## src/rtl/nrp_pkg.sv

```systemverilog
// ----------------------------------------------------------------------------
// nrp_pkg
// Shared types and constants of the nested region profiler.
// ----------------------------------------------------------------------------
package nrp_pkg;

	localparam int STACK_DEPTH = 256;
	localparam int NUM_ZONES   = 64;
	localparam int ZONE_W      = 6;
	localparam int TS_W        = 32;
	localparam int CNT_W       = 32;
	localparam int SP_W        = $clog2(STACK_DEPTH);
	localparam int LVL_W       = $clog2(STACK_DEPTH + 1);
	localparam int ZA_W        = $clog2(NUM_ZONES);

	typedef enum logic [1:0] {
		OP_ENTER = 2'd0,
		OP_LEAVE = 2'd1,
		OP_READ  = 2'd2,
		OP_NONE  = 2'd3
	} op_t;

	typedef enum logic [1:0] {
		ST_OK       = 2'd0,
		ST_OVERFLOW = 2'd1,
		ST_UNDERFLOW = 2'd2,
		ST_MISMATCH = 2'd3
	} status_t;

	typedef struct packed {
		logic [1:0]        operation;
		logic [ZONE_W-1:0] zone;
		logic [TS_W-1:0]   timestamp;
	} nrp_req_t;

	typedef struct packed {
		logic [1:0]       status;
		logic [CNT_W-1:0] zone_ticks;
		logic [CNT_W-1:0] zone_calls;
		logic [8:0]       nesting_depth;
	} nrp_rsp_t;

	// sequencing commands from the controller
	typedef struct packed {
		logic capture;
		logic fetch;
		logic load;
		logic exec;
	} nrp_cmd_t;

endpackage

```

## src/rtl/nrp_ctrl.sv

```systemverilog
// ----------------------------------------------------------------------------
// nrp_ctrl
// Controller: steps each transaction through stack fetch, totals load and
// writeback, and owns the handshake flags of both channels.
// ----------------------------------------------------------------------------
module nrp_ctrl
	import nrp_pkg::*;
(
	input  logic     clk,
	input  logic     arst_n,
	input  logic     req_valid,
	output logic     req_stall,
	output logic     rsp_valid,
	input  logic     rsp_stall,
	output nrp_cmd_t cmd
);

	typedef enum logic [3:0] {
		S_IDLE  = 4'b0001,
		S_FETCH = 4'b0010,
		S_LOAD  = 4'b0100,
		S_EXEC  = 4'b1000
	} state_t;

	state_t state_q, state_d;
	logic   rsp_valid_q;
	logic   out_free;

	assign out_free  = !rsp_valid_q || !rsp_stall;
	assign req_stall = (state_q != S_IDLE);
	assign rsp_valid = rsp_valid_q;

	always_comb begin
		state_d     = state_q;
		cmd.capture = 1'b0;
		cmd.fetch   = 1'b0;
		cmd.load    = 1'b0;
		cmd.exec    = 1'b0;
		unique case (state_q)
			S_IDLE: begin
				if (req_valid) begin
					cmd.capture = 1'b1;
					state_d     = S_FETCH;
				end
			end
			S_FETCH: begin
				cmd.fetch = 1'b1;
				state_d   = S_LOAD;
			end
			S_LOAD: begin
				cmd.load = 1'b1;
				state_d  = S_EXEC;
			end
			S_EXEC: begin
				// wait here until the result register can take the new result
				if (out_free) begin
					cmd.exec = 1'b1;
					state_d  = S_IDLE;
				end
			end
			default: state_d = S_IDLE;
		endcase
	end

	always_ff @(posedge clk or negedge arst_n) begin
		if (!arst_n) begin
			state_q     <= S_IDLE;
			rsp_valid_q <= 1'b0;
		end else begin
			state_q <= state_d;
			if (cmd.exec) begin
				rsp_valid_q <= 1'b1;
			end else if (!rsp_stall) begin
				rsp_valid_q <= 1'b0;
			end
		end
	end

	a_exec_free: assert property (@(posedge clk) disable iff (!arst_n)
		cmd.exec |-> (!rsp_valid_q || !rsp_stall))
		else $error("writeback while result register is occupied");

	a_accept_seq: assert property (@(posedge clk) disable iff (!arst_n)
		(req_valid && !req_stall) |=> ##1 (state_q == S_LOAD))
		else $error("accepted transaction did not reach totals load");

	a_rsp_source: assert property (@(posedge clk) disable iff (!arst_n)
		$rose(rsp_valid_q) |-> $past(state_q == S_EXEC))
		else $error("result appeared without writeback");

endmodule

```

## config.mk

```make
export PLATFORM = sky130hd
export DESIGN_NAME = nrp_ctrl
export DESIGN_NICKNAME = d
export VERILOG_FILES = /design/src/rtl/nrp_pkg.sv /design/src/rtl/nrp_ctrl.sv
export SDC_FILE = /design/constraint.sdc
export NUM_CORES = 1
export LEC_CHECK = 0
export BUFFER_PORTS_ARGS = -buffer_cell sky130_fd_sc_hd__buf_2
export CAP_MARGIN = 20
export CORE_AREA = 2 2 39 41
export DETAILED_ROUTE_END_ITERATION = 12
export DIE_AREA = 0 0 41 43
export HOLD_SLACK_MARGIN = 0.15
export PLACE_DENSITY_LB_ADDON = 0.15
export SLEW_MARGIN = 20
export SYNTH_ARGS = -nofsm -noshare
export SYNTH_HDL_FRONTEND = slang
export SYNTH_SLANG_ARGS = --single-unit
```

## constraint.sdc

```tcl
create_clock -name clk -period 1.91 [get_ports clk]
set_input_delay 0.382 -clock clk [delete_from_list [all_inputs] [get_ports clk]]
set_output_delay 0.382 -clock clk [all_outputs]
set_load 0.05 [all_outputs]
```

Yosys cells after proc, flatten, opt, wreduce, memory -nomap -nowiden
Cells that the tools add are included.
- mux-type cells: 11
- reductions and logical operators: 4
- equality and inequality tests: 8
- operator list (kind ; count):
    one-hot mux 4 bit (4 select lines) ; 1
    two-way mux 1 bit ; 8
    two-way mux 4 bit ; 2
    == test 4 x 1 -> 1 bit (second input constant) ; 1
    == test 4 x 2 -> 1 bit (second input constant) ; 1
    == test 4 x 3 -> 1 bit (second input constant) ; 1
    == test 4 bit (second input constant) ; 1
    != test 2 bit (second input constant) ; 2
    != test 4 x 1 -> 1 bit (second input constant) ; 1
    logical NOT 1 bit ; 2
    != test 2 x 1 -> 1 bit (second input constant) ; 1
    AND reduction 2 bit ; 1
    logical OR 1 bit ; 1
- register bits after elaboration: 5
- bits of input ports: 4

Depth between registers and ports, before layout
- depth after elaboration: 5
- mapped depth: 3
- mapped depth without buffers: 3

Worst setup path after synthesis
No wires, ideal clock.
- path kind: register to output
- start point: register state_q[1]
- end point: output port cmd[0] in the netlist's numbering
- data required time: 1.528 ns
- slack: -0.184 ns
- stages on the path, launching flop included: 3
- path buffers: 0
- arrival: 1.712 ns
- path through: dfrtp_1 or4b_1 a21oi_1
- RTL lines (item ; RTL line ; source):
    from (decl) ; nrp_ctrl.sv:25 ; state_t state_q, state_d;
    from (signal assigned) ; nrp_ctrl.sv:70 ; state_q <= state_d;
    to (decl) ; nrp_ctrl.sv:15 ; output nrp_cmd_t cmd

==> impl_metrics.csv <==
group,metric,value,unit
clock_network,htreeDepth,1,
synth,ys_seq_elements,5,
sta,slew-limit-headroom,83.4,%
place,dp_hpwl,485,um
finish,fin_nets,45,
sta,setup_violations,0,
min_path,min-delay-start,"rsp_stall",
global_routing,grt_overflow_total,0,
critical_path,cp_max_fo,5,
routing,initialDrtViolationCount,5,
finish,fillers,159,
synth,synth_seq_area_share,50.5,%
sta,fmax,543,MHz
global_routing,grt_pass1_wl,1020,um
routing,via_per_inst,4.32,
critical_path,crit_type,"register to primary output",
sta,finClkSkew,0.00306,ns
global_routing,grt_max_degree,8,
clock_network,tritoncts,"built",
critical_path,cp_slowest_cell,"or4b_4",
global_routing,grt.total_usage,8.98,%
synth,yosysUniqueCellTypes,16,
floorplan,dieArea,1760,sq um
sta,worst_slack,0.0672,ns
global_routing,grt_pass1_vias,249,
sta,hold_violations,0,
sta,tightest_slew,0.251,ns
min_path,hold_path_class,"primary input to register",
routing,drtPass1Iterations,4,
sta,finalCritPeriodShare,96.5,%
critical_path,crit_required,1.53,ns
pwr,ir_drop,0.625,mV
routing,ant_nets,0,
routing,vias,242,
floorplan,ioPinCount,10,
clock_network,clk_pin_slew,0.04,ns
critical_path,crit_chain,"or4b_4 > a21oi_2 > buf_6",
place,portBuffers,9,
critical_path,worstSetupEndpointType,"primary output",
critical_path,max_stage_delay,0.54,ns
sta,tns,0,ns
synth,ys_warn_count,0,
floorplan,fp-row-count,14,
critical_path,cp_num_buf_inv,1,
floorplan,die_x,41,um
floorplan,core,1380,sq um
critical_path,critPathTopFamily,"simple AND/OR/NAND/NOR gates",
finish,layout.cells.most_common_list,"buf_2 (7), and3_1 (4), clkbuf_4 (4), dfrtp_1 (4), nand2_1 (3)",
finish,drive_gt1_share,50.0,%
global_routing,antenna_found_initial,0,
finish,antenna_cells,0,
sta,period_minus_slack,1.84,ns
routing,drc,0,
sta,rsz0062_at_grt,"no",
routing,drt-total-wl,641,um
critical_path,crit_start,"state_q[0]",
floorplan,die_h,43,um
finish,area_growth,53.0,%
critical_path,rr_startpoint,"state_q[3]",
routing,wl_per_cell,11.4,um
clock_network,cts_made_buffers,3,
place,post-place-ws,0.220,ns
critical_path,critical_path_arrival,1.46,ns
synth,synth_fp_nets,29,
synth,avgSynthCellArea,10.0,sq um
job,maxCapViolCount,0,
clock_network,cts-root-buf,"clkbuf_4",
clock_network,cts.sinks,5,
synth,syn_inst,25,
synth,syn_area,250,sq um
clock_network,clk_latency,0.24,ns
critical_path,startpoint_type,"register",
place,globalplace.congestion,0.672,
clock_network,ctsLongestPathBuffers,2,
finish,final_common_cell,"buf_2",
pwr,p_leak,0.204,nW
sta,drv_slew,0,
floorplan,start_util,18.1,%
pwr,p_per_area,1480,nW/um^2
run_status,status,"completed",
[state kept, by name, summed over array words and instances (netlist names)]
register / flops
state_q: 4
rsp_valid: 1
[metrics by stage]
stage	std cells	total power (W)	util, %	instance area, sq um	hold WS (ns)
6_report	56	0.000567	27.7	383	0.409
5_1_grt	56	0.000605	27.7	383	0.405
4_1_cts	56	0.000566	26.8	370	0.398
3_5_place_dp	51	0.000437	24.0	332	0.202
3_3_place_gp	51	0.000433	24.0	332	0.198
2_1_floorplan	25	0.000363	-	259	0.0864
[metal layers]
layer  GRT usage [%]  wire length (um)  vias up
li1                -                 -      121
met1            11.1               318      114
met2            12.5               276        7
met3            7.85                46        0
met4               0                 0        0
met5               0                 0        -
[power by group]
part	total [W]	internal [W]	switching (W)
clock network	0.000118	0.0000787	0.0000395
logic	0.000281	0.0000898	0.000191
registers	0.000168	0.000139	0.0000295
[cell usage after synthesis (all sizes together)]
cell type | n | area [sq um]
and4b | 1 | 10.0
inv | 1 | 3.75
nand2 | 3 | 11.3
dfstp | 1 | 26.3
o21ai | 1 | 5.00
or3 | 1 | 6.26
nor2b | 2 | 15.0
nor3 | 1 | 5.00
nor3b | 1 | 7.51
dfrtp | 4 | 100
and3 | 4 | 25.0
a31oi | 1 | 12.5
nor2 | 2 | 7.51
or4b | 1 | 10.0
a21oi | 1 | 5.00
[worst register-to-register path: cells and delay by family, from the launching register on]
family	cells	cell delay (ns)
AND/OR/NAND/NOR	2	0.58
flip-flops	1	0.42
AO/OA/AOI/OAI	1	0.18
[repair_timing]
action / in CTS / in global routing
hold buffers: 1 / 0
buffers inserted: 0 / 0
gates resized for setup: 1 / 4
endpoints found under the setup margin: 1 / 2
endpoints found under the hold margin: 5 / 0
[worst paths after layout]
kind / endpoint / slack (ns) / cells past startpoint
worst max-delay path: cmd[0] / 0.07 / 3
worst min-delay path: rsp_valid / 0.41 / 3
worst max register to register: state_q[0] / 0.64 / 3
worst min register to register: rsp_valid / 0.56 / 2
max in group asynchronous: state_q[0] / 1.20 / 2
min in group asynchronous: rsp_valid / 0.50 / 2
[cell type report]
cell class / count / area, sq um / area share (%)
multi-input cells: 19 / 135 / 35.3
flip-flops and latches: 5 / 126 / 33.0
repair buffers: 11 / 71.3 / 18.6
clock buffers: 4 / 26.3 / 6.86
well taps: 16 / 20.0 / 5.23
inverters: 1 / 3.75 / 0.980
[cells by family after synthesis]
family                 count (synthesis)  share of synthesized area (%)
AND/OR/NAND/NOR                       16                           39.0
flip-flops                             5                           50.5
buffers and inverters                  1                           1.50
AO/OA/AOI/OAI                          3                           9.00
Note: power is estimated with default switching activity, not from simulation.
